==> src/lbcc_pkg.sv <==
// ---------------------------------------------------------------------------
// lbcc_pkg
// Shared types and constants of the bouncing-window color cycler.
// ---------------------------------------------------------------------------
package lbcc_pkg;

   localparam int MAX_PIXELS    = 1024;
   localparam int DEFAULT_LEVEL = 255;

   localparam int CFG_WIDTH   = 11;
   localparam int INDEX_WIDTH = 10;
   localparam int LEVEL_WIDTH = 8;

   // commands
   localparam logic [1:0] CMD_SELECT_COLOR = 2'd0;
   localparam logic [1:0] CMD_SELECT_LEVEL = 2'd1;
   localparam logic [1:0] CMD_TICK         = 2'd2;
   localparam logic [1:0] CMD_IGNORED      = 2'd3;

   // register indexes
   localparam logic CSR_STRIP_LENGTH  = 1'b0;
   localparam logic CSR_WINDOW_LENGTH = 1'b1;

   typedef struct packed {
      logic [1:0] command;
      logic [2:0] argument;
   } req_type;

   typedef struct packed {
      logic                   write_valid;
      logic [INDEX_WIDTH-1:0] pixel_index;
      logic [LEVEL_WIDTH-1:0] red_out;
      logic [LEVEL_WIDTH-1:0] green_out;
      logic [LEVEL_WIDTH-1:0] blue_out;
      logic                   show_frame;
      logic                   status;
   } rsp_type;

   typedef struct packed {
      logic [CFG_WIDTH-1:0] strip_length;
      logic [CFG_WIDTH-1:0] window_length;
   } cfg_type;

   // results handed to the output queue in the same cycle
   typedef struct packed {
      logic [1:0] count;
      rsp_type    first;
      rsp_type    second;
   } push_type;

   // free slots after this cycle's pop
   typedef struct packed {
      logic [1:0] room;
   } queue_status_type;

endpackage

==> src/lbcc_rsp_queue.sv <==
// ---------------------------------------------------------------------------
// lbcc_rsp_queue
// Two-entry result queue; takes up to two items a cycle as room allows, gives one while the receiver is ready.
// ---------------------------------------------------------------------------
module lbcc_rsp_queue (
   input  logic                       clock,
   input  logic                       reset,
   input  lbcc_pkg::push_type         push,
   output lbcc_pkg::queue_status_type status,
   output logic                       rsp_valid,
   input  logic                       rsp_ready,
   output lbcc_pkg::rsp_type          rsp_item
);

   logic [1:0]        count_ff, count_in;
   lbcc_pkg::rsp_type slot0_ff, slot0_in;
   lbcc_pkg::rsp_type slot1_ff, slot1_in;
   logic              pop;
   logic [1:0]        remain;

   assign rsp_valid   = (count_ff != 2'd0);
   assign rsp_item    = slot0_ff;
   assign pop         = rsp_valid && rsp_ready;
   assign remain      = count_ff - {1'b0, pop};
   assign status.room = 2'd2 - remain;

   always_comb begin
      slot0_in = pop ? slot1_ff : slot0_ff;
      slot1_in = slot1_ff;
      count_in = remain + push.count;
      unique case (remain)
         2'd0: begin
            slot0_in = push.first;
            slot1_in = push.second;
         end
         2'd1: begin
            slot1_in = push.first;
         end
         default: begin
            // full: hold
         end
      endcase
   end

   always_ff @(posedge clock) begin
      if (reset) begin
         count_ff <= 2'd0;
      end else begin
         count_ff <= count_in;
      end
      slot0_ff <= slot0_in;
      slot1_ff <= slot1_in;
   end

   a_count_bound: assert property (@(posedge clock) disable iff (reset)
      count_ff <= 2'd2)
      else $error("result queue over capacity");

   a_full_holds: assert property (@(posedge clock) disable iff (reset)
      (count_ff == 2'd2 && !pop) |=> (count_ff == 2'd2 && $stable(slot0_ff)))
      else $error("full queue changed without a pop");

endmodule

==> src/lbcc_engine.sv <==
// ---------------------------------------------------------------------------
// lbcc_engine
// Input register, color and sweep state, and the per-item result logic.
// ---------------------------------------------------------------------------
module lbcc_engine (
   input  logic                       clock,
   input  logic                       reset,
   input  lbcc_pkg::cfg_type          cfg,
   input  logic                       req_valid,
   output logic                       req_ready,
   input  lbcc_pkg::req_type          req_item,
   input  lbcc_pkg::queue_status_type queue_status,
   output lbcc_pkg::push_type         push
);

   localparam int LW = lbcc_pkg::LEVEL_WIDTH;
   localparam logic [LW-1:0] LEVEL_FULL    = LW'(lbcc_pkg::DEFAULT_LEVEL);
   localparam logic [LW-1:0] LEVEL_QUARTER = LW'(lbcc_pkg::DEFAULT_LEVEL / 4);
   localparam logic [LW-1:0] LEVEL_HALF    = LW'(lbcc_pkg::DEFAULT_LEVEL / 2);
   localparam logic [LW-1:0] LEVEL_3QUART  = LW'((lbcc_pkg::DEFAULT_LEVEL * 3) / 4);

   localparam logic [2:0] COLOR_NONE    = 3'd0;
   localparam logic [2:0] COLOR_RED     = 3'd1;
   localparam logic [2:0] COLOR_MAGENTA = 3'd2;
   localparam logic [2:0] COLOR_BLUE    = 3'd3;
   localparam logic [2:0] COLOR_CYAN    = 3'd4;
   localparam logic [2:0] COLOR_GREEN   = 3'd5;
   localparam logic [2:0] COLOR_YELLOW  = 3'd6;

   localparam logic [2:0] LEVEL_CODE_ZERO    = 3'd1;
   localparam logic [2:0] LEVEL_CODE_QUARTER = 3'd2;
   localparam logic [2:0] LEVEL_CODE_HALF    = 3'd3;
   localparam logic [2:0] LEVEL_CODE_3QUART  = 3'd4;
   localparam logic [2:0] LEVEL_CODE_FULL    = 3'd5;

   localparam int PW = 12;   // sweep position
   localparam int SW = 14;   // signed pixel offset
   localparam logic [SW-2:0] PIXEL_LIMIT = (SW-1)'(lbcc_pkg::MAX_PIXELS);

   typedef struct packed {
      logic [LW-1:0] r;
      logic [LW-1:0] g;
      logic [LW-1:0] b;
   } rgb_type;

   function automatic rgb_type color_of(input logic [2:0] code, input logic [LW-1:0] full);
      logic [LW-1:0] half;
      rgb_type       c;
      half = full >> 1;
      c    = '0;
      unique case (code)
         COLOR_NONE:    c = '0;
         COLOR_RED:     c.r = full;
         COLOR_MAGENTA: begin c.r = half; c.b = half; end
         COLOR_BLUE:    c.b = full;
         COLOR_CYAN:    begin c.g = half; c.b = half; end
         COLOR_GREEN:   c.g = full;
         COLOR_YELLOW:  begin c.r = half; c.g = half; end
         default:       c = '0;
      endcase
      return c;
   endfunction

   // state
   logic              item_valid_ff, item_valid_in;
   lbcc_pkg::req_type item_ff, item_in;
   rgb_type           rgb_ff, rgb_in;
   logic [LW-1:0]     intensity_ff, intensity_in;
   logic [2:0]        color_ff, color_in;
   logic [PW-1:0]     position_ff, position_in;
   logic              backward_ff, backward_in;

   // datapath
   logic                 take;
   lbcc_pkg::push_type   result;
   logic [LW-1:0]        half;
   logic [LW-1:0]        level;
   logic                 level_ok;
   logic signed [SW-1:0] pos_s, strip_s, window_s, lead_s, tail_s;
   logic                 lead_ok, tail_ok;
   logic [PW-1:0]        period, pos_inc;
   rgb_type              rgb_prog;
   rgb_type              rgb_apply;

   assign half = intensity_ff >> 1;

   always_comb begin
      level_ok = 1'b1;
      level    = intensity_ff;
      unique case (item_ff.argument)
         LEVEL_CODE_ZERO:    level = '0;
         LEVEL_CODE_QUARTER: level = LEVEL_QUARTER;
         LEVEL_CODE_HALF:    level = LEVEL_HALF;
         LEVEL_CODE_3QUART:  level = LEVEL_3QUART;
         LEVEL_CODE_FULL:    level = LEVEL_FULL;
         default:            level_ok = 1'b0;
      endcase
   end

   // sweep geometry
   always_comb begin
      pos_s    = signed'({2'b00, position_ff});
      strip_s  = signed'({3'b000, cfg.strip_length});
      window_s = signed'({3'b000, cfg.window_length});
      if (backward_ff) begin
         lead_s = strip_s - pos_s;
         tail_s = lead_s + window_s;
      end else begin
         lead_s = pos_s;
         tail_s = pos_s - window_s;
      end
      lead_ok = !lead_s[SW-1] && (lead_s[SW-2:0] < {2'b00, cfg.strip_length})
                && (lead_s[SW-2:0] < PIXEL_LIMIT);
      tail_ok = !tail_s[SW-1] && (tail_s[SW-2:0] < {2'b00, cfg.strip_length})
                && (tail_s[SW-2:0] < PIXEL_LIMIT);
      period  = {1'b0, cfg.strip_length} + {1'b0, cfg.window_length};
      if (period == '0) begin
         period = PW'(1);
      end
      pos_inc = position_ff + PW'(1);
   end

   // color progression, chosen by which channels are zero
   always_comb begin
      rgb_prog = rgb_ff;
      unique case ({rgb_ff.r != '0, rgb_ff.g != '0, rgb_ff.b != '0})
         3'b000: rgb_prog.r = intensity_ff;
         3'b100: begin rgb_prog.r = half; rgb_prog.b = half; end
         3'b101: begin rgb_prog.r = '0; rgb_prog.b = intensity_ff; end
         3'b001: begin rgb_prog.g = half; rgb_prog.b = half; end
         3'b011: begin rgb_prog.g = intensity_ff; rgb_prog.b = '0; end
         3'b010: begin rgb_prog.g = half; rgb_prog.r = half; end
         3'b110: begin rgb_prog.g = '0; rgb_prog.r = intensity_ff; end
         3'b111: rgb_prog = rgb_ff;
      endcase
   end

   always_comb begin
      rgb_apply    = '0;
      result       = '0;
      rgb_in       = rgb_ff;
      intensity_in = intensity_ff;
      color_in     = color_ff;
      position_in  = position_ff;
      backward_in  = backward_ff;
      unique case (item_ff.command)
         lbcc_pkg::CMD_SELECT_COLOR: begin
            result.count = 2'd1;
            if (item_ff.argument == 3'd7) begin
               result.first.status = 1'b1;
            end else begin
               rgb_in   = color_of(item_ff.argument, intensity_ff);
               color_in = item_ff.argument;
            end
         end
         lbcc_pkg::CMD_SELECT_LEVEL: begin
            result.count = 2'd1;
            if (!level_ok) begin
               result.first.status = 1'b1;
            end else begin
               intensity_in = level;
               rgb_apply    = color_of(color_ff, level);
               rgb_in       = rgb_apply;
            end
         end
         lbcc_pkg::CMD_TICK: begin
            if (lead_ok) begin
               result.first.write_valid = 1'b1;
               result.first.pixel_index = lead_s[lbcc_pkg::INDEX_WIDTH-1:0];
               result.first.red_out     = rgb_ff.r;
               result.first.green_out   = rgb_ff.g;
               result.first.blue_out    = rgb_ff.b;
               result.first.show_frame  = !tail_ok;
               if (tail_ok) begin
                  result.second.write_valid = 1'b1;
                  result.second.pixel_index = tail_s[lbcc_pkg::INDEX_WIDTH-1:0];
                  result.second.show_frame  = 1'b1;
                  result.count              = 2'd2;
               end else begin
                  result.count = 2'd1;
               end
            end else if (tail_ok) begin
               result.first.write_valid = 1'b1;
               result.first.pixel_index = tail_s[lbcc_pkg::INDEX_WIDTH-1:0];
               result.first.show_frame  = 1'b1;
               result.count             = 2'd1;
            end else begin
               // nothing in the strip: still mark the frame
               result.first.show_frame = 1'b1;
               result.count            = 2'd1;
            end
            rgb_in = rgb_prog;
            if (pos_inc >= period) begin
               position_in = '0;
               backward_in = !backward_ff;
            end else begin
               position_in = pos_inc;
            end
         end
         lbcc_pkg::CMD_IGNORED: begin
            result.count = 2'd0;   // drop
         end
      endcase
   end

   assign take      = item_valid_ff && (result.count <= queue_status.room);
   assign req_ready = !item_valid_ff || take;

   always_comb begin
      push       = result;
      push.count = take ? result.count : 2'd0;
   end

   always_comb begin
      item_valid_in = item_valid_ff;
      item_in       = item_ff;
      if (req_ready) begin
         item_valid_in = req_valid;
         item_in       = req_item;
      end
   end

   always_ff @(posedge clock) begin
      if (reset) begin
         item_valid_ff <= 1'b0;
         rgb_ff        <= '0;
         intensity_ff  <= LEVEL_FULL;
         color_ff      <= COLOR_RED;
         position_ff   <= '0;
         backward_ff   <= 1'b0;
      end else begin
         item_valid_ff <= item_valid_in;
         if (take) begin
            rgb_ff       <= rgb_in;
            intensity_ff <= intensity_in;
            color_ff     <= color_in;
            position_ff  <= position_in;
            backward_ff  <= backward_in;
         end
      end
      item_ff <= item_in;
   end

   a_push_fits: assert property (@(posedge clock) disable iff (reset)
      push.count <= queue_status.room)
      else $error("push exceeds free queue slots");

   a_tick_result: assert property (@(posedge clock) disable iff (reset)
      (take && item_ff.command == lbcc_pkg::CMD_TICK) |-> push.count != 2'd0)
      else $error("tick gave no result");

endmodule

==> src/led_bounce_color_cycler_core.sv <==
// ---------------------------------------------------------------------------
// led_bounce_color_cycler_core
// Bouncing lit window over an LED strip with a stepping color progression.
// ---------------------------------------------------------------------------
// An item is taken each cycle the queue has room for its results. Color
// and level commands give one result item, a sweep tick one or two (lead
// write, then tail write); the result side drains one item per cycle
// while the receiver is ready, via a two-entry queue, so two-pixel ticks
// are held back, the rest are not. The user must write strip and window
// lengths through the csr port only while the block is idle; not enforced.
module led_bounce_color_cycler_core (
   input  logic                                clock,
   input  logic                                reset,
   input  logic                                req_valid,
   output logic                                req_ready,
   input  lbcc_pkg::req_type                   req_item,
   output logic                                rsp_valid,
   input  logic                                rsp_ready,
   output lbcc_pkg::rsp_type                   rsp_item,
   input  logic                                csr_write_enable,
   input  logic                                csr_index,
   input  logic [lbcc_pkg::CFG_WIDTH-1:0]      csr_write_data
);

   lbcc_pkg::cfg_type          cfg_ff, cfg_in;
   lbcc_pkg::push_type         push;
   lbcc_pkg::queue_status_type queue_status;

   always_comb begin
      cfg_in = cfg_ff;
      if (csr_write_enable) begin
         unique case (csr_index)
            lbcc_pkg::CSR_STRIP_LENGTH:  cfg_in.strip_length  = csr_write_data;
            lbcc_pkg::CSR_WINDOW_LENGTH: cfg_in.window_length = csr_write_data;
         endcase
      end
   end

   always_ff @(posedge clock) begin
      if (reset) begin
         cfg_ff.strip_length  <= lbcc_pkg::CFG_WIDTH'(60);
         cfg_ff.window_length <= lbcc_pkg::CFG_WIDTH'(5);
      end else begin
         cfg_ff <= cfg_in;
      end
   end

   lbcc_engine u_engine (
      .clock        (clock),
      .reset        (reset),
      .cfg          (cfg_ff),
      .req_valid    (req_valid),
      .req_ready    (req_ready),
      .req_item     (req_item),
      .queue_status (queue_status),
      .push         (push)
   );

   lbcc_rsp_queue u_rsp_queue (
      .clock     (clock),
      .reset     (reset),
      .push      (push),
      .status    (queue_status),
      .rsp_valid (rsp_valid),
      .rsp_ready (rsp_ready),
      .rsp_item  (rsp_item)
   );

endmodule

==> config.mk <==
export PLATFORM = sky130hd
export DESIGN_NAME = led_bounce_color_cycler_core
export DESIGN_NICKNAME = d
export VERILOG_FILES = /design/src/lbcc_pkg.sv /design/src/lbcc_rsp_queue.sv /design/src/lbcc_engine.sv /design/src/led_bounce_color_cycler_core.sv
export SDC_FILE = /design/constraint.sdc
export NUM_CORES = 1
export LEC_CHECK = 0
export BUFFER_PORTS_ARGS = -buffer_cell sky130_fd_sc_hd__buf_4
export CAP_MARGIN = 5
export CORE_MARGIN = 2
export CORE_UTILIZATION = 50
export CTS_CLUSTER_DIAMETER = 40
export DETAILED_ROUTE_END_ITERATION = 8
export GPL_TIMING_DRIVEN = 0
export PLACE_DENSITY = 0.72
export SKIP_LAST_GASP = 1
export SYNTH_ARGS = -nofsm -noshare
export SYNTH_HDL_FRONTEND = slang
export SYNTH_SLANG_ARGS = --single-unit
export TNS_END_PERCENT = 100
==> constraint.sdc <==
create_clock -name clock -period 17 [get_ports clock]
set_input_delay 1.7 -clock clock [delete_from_list [all_inputs] [get_ports clock]]
set_output_delay 1.7 -clock clock [all_outputs]
set_load 0.01 [all_outputs]
Word-level counts from Yosys, hierarchy flattened

Index checks and enable logic that the tools add are counted.
W data, S select, Z words.

$mul: 0
Muxes and demuxes: 37
Magnitude comparators: 6
Eq/ne operators: 28
Div/mod/pow operators: 0
Shifts and indexed selects: 0
Reduce and logical (&&, ||, !) cells: 44
Add/sub/neg operators: 8
Bitwise logic cells: 2

Operator list:

| operator                | number |
|---|---|
| $pmux W8 S2             | 6 |
| $mux W37                | 2 |
| $pmux W37 S2            | 1 |
| $mux W24                | 3 |
| $pmux W24 S3            | 1 |
| $pmux W8 S3             | 3 |
| $pmux W8 S5             | 1 |
| $mux W36                | 1 |
| $mux W11                | 3 |
| $eq A3 B3 Y1 const B    | 10 |
| $mux W14                | 2 |
| $lt A13 B11 Y1          | 2 |
| $lt A13 B11 Y1 const B  | 2 |
| $mux W12                | 2 |
| $reduce_bool A8 Y1      | 3 |
| $reduce_or A2 Y1        | 11 |
| $eq A3 B2 Y1 const B    | 6 |
| $reduce_and A5 Y1       | 3 |
| $add A14 B12 Y14        | 1 |
| $mux W13                | 1 |
| $sub A11 B12 Y13        | 1 |
| $sub A12 B11 Y13        | 1 |
| $add A11 B11 Y12        | 1 |
| $add A12 B1 Y12 const B | 1 |
| 27 further kinds        | 57 |

Word-level logic and storage cells: 152
Output and inout port bits: 39
Memories: 0
Bits in latches: 0
RAM bits: 0
Flip-flop bits (word level): 152
Memory bits (read-only): 0

Logic depth before layout (Yosys ltp)

Word-level depth: 13
Mapped depth: 37
Depth with buffers taken out: 35

Modules after synthesis

A second synthesis with hierarchy kept.

Cell total of the unflattened synthesis: 1244
Area total of the unflattened synthesis: 11563.6 µm²

By module, submodules not included:

| module                       | seq. area each (µm²) | cells an instance | area each (µm²) | times used |
|---|---|---|---|---|
| lbcc_engine                  | 1131.1               | 979               | 7272.0          | 1 |
| lbcc_rsp_queue               | 2262.2               | 174               | 3365.7          | 1 |
| led_bounce_color_cycler_core | 440.4                | 91                | 925.9           | 1 |

Least setup slack after synthesis

OpenSTA, ideal clock, no wires.

Kind: register -> output
Start point: register u_engine.position_ff[6]
End point: output req_ready
Setup slack: 9951 ps
Cell stages (with the launch flop): 30
Data arrival time: 5349 ps
Buffers on the path: 1
Cell sequence: dfxtp_1 > inv_1 > ha_1 > a2111oi_2 > a21oi_1 > and2_1 > o21a_1 > nor2_1 > xnor2_1 > ha_1 > a21oi_1 > nand2_1 > a221o_1 > mux2i_2 > ha_1 > nand2_1 > nor2_1 > a21oi_1 > o21ai_0 > or3b_1 > a211oi_2 > and4_1 > buf_2 > nand2_1 > inv_1 > ha_1 > nor2b_1 > o21ai_1 > inv_1 > nand2_1

Cells in the longest elaborated chain, start to end: 12
Elaborated cells between the ends (all ways): 21
Classes of those cells: 3 x add/sub; 5 x order compare; 5 x mux; 8 x reduce/logical

Ends and longest elaborated chain:

| item                                                      | line                               | source |
|---|---|---|
| from (decl)                                               | lbcc_engine.sv:70                  | `logic [PW-1:0] position_ff, position_in;` |
| from (signal assigned)                                    | lbcc_engine.sv:237                 | `position_ff <= position_in;` |
| $sub A11 B12 Y13                                          | lbcc_engine.sv:106                 | `lead_s = strip_s - pos_s;` |
| $add A14 B12 Y14                                          | lbcc_engine.sv:107                 | `tail_s = lead_s + window_s;` |
| $mux W14                                                  | lbcc_engine.sv:105                 | `if (backward_ff) begin` |
| $lt A13 B11 Y1 / $logic_not A1 Y1 (equally long branches) | lbcc_engine.sv:114                 | `tail_ok = !tail_s[SW-1] && (tail_s[SW-2:0] < {2'b00, cfg.strip_length})` |
| $logic_and A1 B1 Y1                                       | lbcc_engine.sv:114                 |  |
| $logic_and A1 B1 Y1                                       | lbcc_engine.sv:115                 | `&& (tail_s[SW-2:0] < PIXEL_LIMIT);` |
| $mux W2                                                   | lbcc_engine.sv:174                 | `if (tail_ok) begin` |
| $mux W13 (*)                                              | lbcc_engine.sv:167                 | `if (lead_ok) begin` |
| $pmux W2 S3 (*)                                           | lbcc_engine.sv:146                 | `unique case (item_ff.command)` |
| $le A2 B2 Y1 (*)                                          | lbcc_engine.sv:206                 | `assign take = item_valid_ff && (result.count <= queue_status.room);` |
| $logic_and A1 B1 Y1 (*)                                   | lbcc_engine.sv:206                 |  |
| $logic_or A1 B1 Y1 (*)                                    | lbcc_engine.sv:207                 | `assign req_ready = !item_valid_ff \|\| take;` |
| to (decl)                                                 | led_bounce_color_cycler_core.sv:15 | `output logic req_ready,` |

Mark *: on every way between the ends. The rest lies on a longest branch, timed or not.

Worst setup path after layout

Ends and elaborated chain as after synthesis.

==> impl_metrics.tcl <==
set metrics [dict create \
    finalPower_mw 2.41 \
    clock.fmax_ghz 0.115 \
    cp_slowest_cell "a2111oi_2" \
    root_buffer "clkbuf_16" \
    drt-initial-drc-count 1134 \
    wl_per_cell_um 18.9 \
    outcome "complete, no violations" \
    areaGrowthSynthToFinish_pct 12.9 \
    avgSynthCellArea_sq_um 8.62 \
    fin_worst_skew_ns 0.0136 \
    place_ws_ns 8.94 \
    setup_ws_ns 8.33 \
    fin_setup_tns_ns 0 \
    grt_max_degree 38 \
    viasPerCell 6.03 \
    cp_max_fo 8 \
    crit_required_ns 15.30 \
    syn_nets 1388 \
    setup_violations 0 \
    pin_count 61 \
    nFillCells 1948 \
    hold_class "flip-flop to flip-flop" \
    ir_worst_vdd_v 0.000102 \
    start_util_pct 50.6 \
    cts_setup_buffers 0 \
    firstDrtPassIters 5 \
    ys.flop_type "edfxtp_1" \
    hold-worst-slack_ns 0.490 \
    core_area_sq_um 21700 \
    hold_viol_final 0 \
    ys_seq_area_share_pct 34.9 \
    layout-drive-gt1-share_pct 9.96 \
    cts.reportedPaths.clkPinSlew_ns 0.07 \
    clockBufferDepth 2 \
    grt_usage_pct 27.1 \
    critPathCaptureType "output port" \
    cp_data_arrival_time_ns 6.97 \
    final.period_utilization_pct 51.0 \
    die-area_sq_um 23200 \
    powerDensity_nw_per_um2 194 \
    syn_area_sq_um 11000 \
    antenna_left 0 \
    clock_sinks 152 \
    grt_pass1_wl_mm 50.3 \
    synth_edf_count 79 \
    stdcell_count 1646 \
    postSynthCellCount 1274 \
    tritoncts "yes" \
    ys_types 83 \
    num_rows 54 \
    grt_setup_unrepaired "false" \
    drc_errors 0 \
    yosys_warnings 0 \
    drv_slew 0 \
    fin_crit_ns 8.67 \
    dpl.hpwl_mm 24.0 \
    synth_top_area_share_pct 21.6 \
    gr-total-overflow 0 \
    slowest_delay_ns 0.53 \
    maxCapViolations 0 \
    die-height_um 152 \
    diodes 0 \
    ys_async_sr_fraction_pct 0 \
    grt_pass1_vias 9285 \
    setup.worst_path.start_class "flip-flop" \
    portBuffers 60 \
    hold_buffers 0 \
    htreeDepth 4 \
    crit_type "flip-flop to output port" \
    yosys_register_bits 152 \
    p_leak_nw 5.07 \
    synth.area.top_cells "edfxtp_1 (22%), dfxtp_1 (13%), ha_1 (10%), a21oi_1 (4.9%), nand2_1 (4.2%)" \
    final_net_count 1467 \
    antenna_found_initial 0 \
    cts_made_buffers 17 \
    routed_wl_mm 31.2 \
    tightestPinTransition_ns 0.971 \
    gp_congestion 0.932 \
    fp.dieW_um 152 \
    crit_path_frequent_cell "ha_1" \
    placedCellCount 1614 \
    yosysTopAreaCell "edfxtp_1" \
    ctsResizeCount 0 \
    vias 9919 \
    clkLatencyLatePin_ns 0.44 \
    slew_headroom_pct 35.0 \
]
## layout by cell type (no fill, tap or decap), types with 17 or more instances in the layout
cell and n:
xnor2_1 31, and2_1 34, inv_1 95, o22ai_1 32
nor2b_1 21, a21oi_1 107, nand2_1 124, nor3_1 20
a21o_1 23, nand3_1 20, nor2_1 84, clkbuf_16 17
buf_4 63, edfxtp_1 79, ha_1 88, dfxtp_1 73
clkbuf_1 54, xor2_1 19, nand2b_1 26, a22o_1 21
o21ai_0 65
## cells by family (layout without fill, tap and decap cells)
group | count (synthesis) | count (layout) | share of synthesized area [%]
buffers and inverters | 165 | 257 | 5.97
DFF | 152 | 152 | 34.9
AOI/OAI and AO/OA | 393 | 393 | 24.0
and+or+nand+nor | 404 | 404 | 18.7
xor gates and xnor gates | 51 | 51 | 4.13
adders and majority gates | 93 | 93 | 10.9
muxes | 16 | 16 | 1.50
## report_power, final
group          total (mW)  leakage (nW)  internal (mW)  switching, mW
clock network       0.391         0.298          0.201          0.190
logic                1.39          3.32          0.542          0.849
registers           0.625          1.45          0.560         0.0651
total                2.41          5.07           1.30           1.10
## sequential cells by signal (all words and copies together), names as in the netlist, 2 cells and up
name and flops:
u_engine.item_ff 5, u_engine.color_ff 3, u_engine.intensity_ff 8, u_engine.rgb_ff 24, u_rsp_queue.rsp_item 37, u_rsp_queue.count_ff 2, u_engine.position_ff 12, u_rsp_queue.slot1_ff 37
cfg_ff 22
## cell usage after synthesis, types with 5 or more instances
cell type,instances
ha_1,88
nand2b_1,26
xnor2_1,31
nor4b_1,7
dfxtp_1,73
a211o_1,6
o221ai_1,16
o2111ai_1,8
nand3_1,20
a221oi_1,7
o21ai_1,9
nand3b_1,7
buf_2,8
clkbuf_1,54
xor2_1,19
o21a_1,14
a31oi_1,6
or2_2,5
o31ai_1,11
nand2_1,124
a32o_1,7
inv_1,95
o21ai_0,65
and2_1,34
edfxtp_1,79
nor2_1,84
o22ai_1,32
and3_1,12
nor2b_1,21
a21oi_1,107
nor4_1,9
o211ai_1,14
nor3_1,20
or3_1,9
a22o_1,21
a211oi_1,16
mux2i_1,14
a21o_1,23
## worst max-delay path: cells and delay by family, from the launching register on
| kind | cells | cell delay [ns] |
|---|---|---|
| buf+inv | 5 | 0.67 |
| simple gates | 10 | 1.80 |
| flops | 1 | 0.47 |
| mux | 1 | 0.20 |
| compound gates | 9 | 1.92 |
| xor+xnor | 1 | 0.19 |
| fa+ha+maj | 4 | 1.27 |
## path summary, 6_finish.rpt
check / from / end / slack, ns / cells past startpoint
setup / recovery: u_engine.position_ff[6]$_SDFFE_PP0P_ / req_ready / 8.33 / 30
hold / removal: u_engine.rgb_ff[17]$_SDFFE_PP0P_ / u_engine.rgb_ff[17]$_SDFFE_PP0P_ / 0.49 / 2
setup reg to reg: u_engine.position_ff[6]$_SDFFE_PP0P_ / u_engine.rgb_ff[13]$_SDFFE_PP0P_ / 8.90 / 35
hold reg to reg: u_engine.rgb_ff[17]$_SDFFE_PP0P_ / u_engine.rgb_ff[17]$_SDFFE_PP0P_ / 0.49 / 2
## layout make-up
| cell class | instances | area [sq um] | area share [%] |
|---|---|---|---|
| tap | 280 | 350 | 2.82 |
| clock buffer | 17 | 425 | 3.43 |
| clock inverter | 15 | 191 | 1.54 |
| multi-input combinational | 957 | 6490 | 52.4 |
| inverter | 96 | 360 | 2.91 |
| buffer | 69 | 295 | 2.38 |
| sequential | 152 | 3830 | 30.9 |
| timing repair buffer | 60 | 450 | 3.63 |
## metal layers
layer	part of all wire [%]	wire length [um]	GRT usage [%]	vias up
li1	-	-	-	4808
met3	8.3	2590	5.26	51
met2	42	13100	40.2	428
met4	2.1	662	7.34	0
met5	0	0	0	-
met1	47	14800	40.2	4632
## through the flow
step | area (sq um) | utilization (%)
CTS | 12400 | 57.2
detailed placement | 11800 | 54.3
global route | 12400 | 57.2
global placement | 11800 | 54.3
finish | 12400 | 57.2
floorplan | 11000 | -
Power figures use the tool's default switching activity.
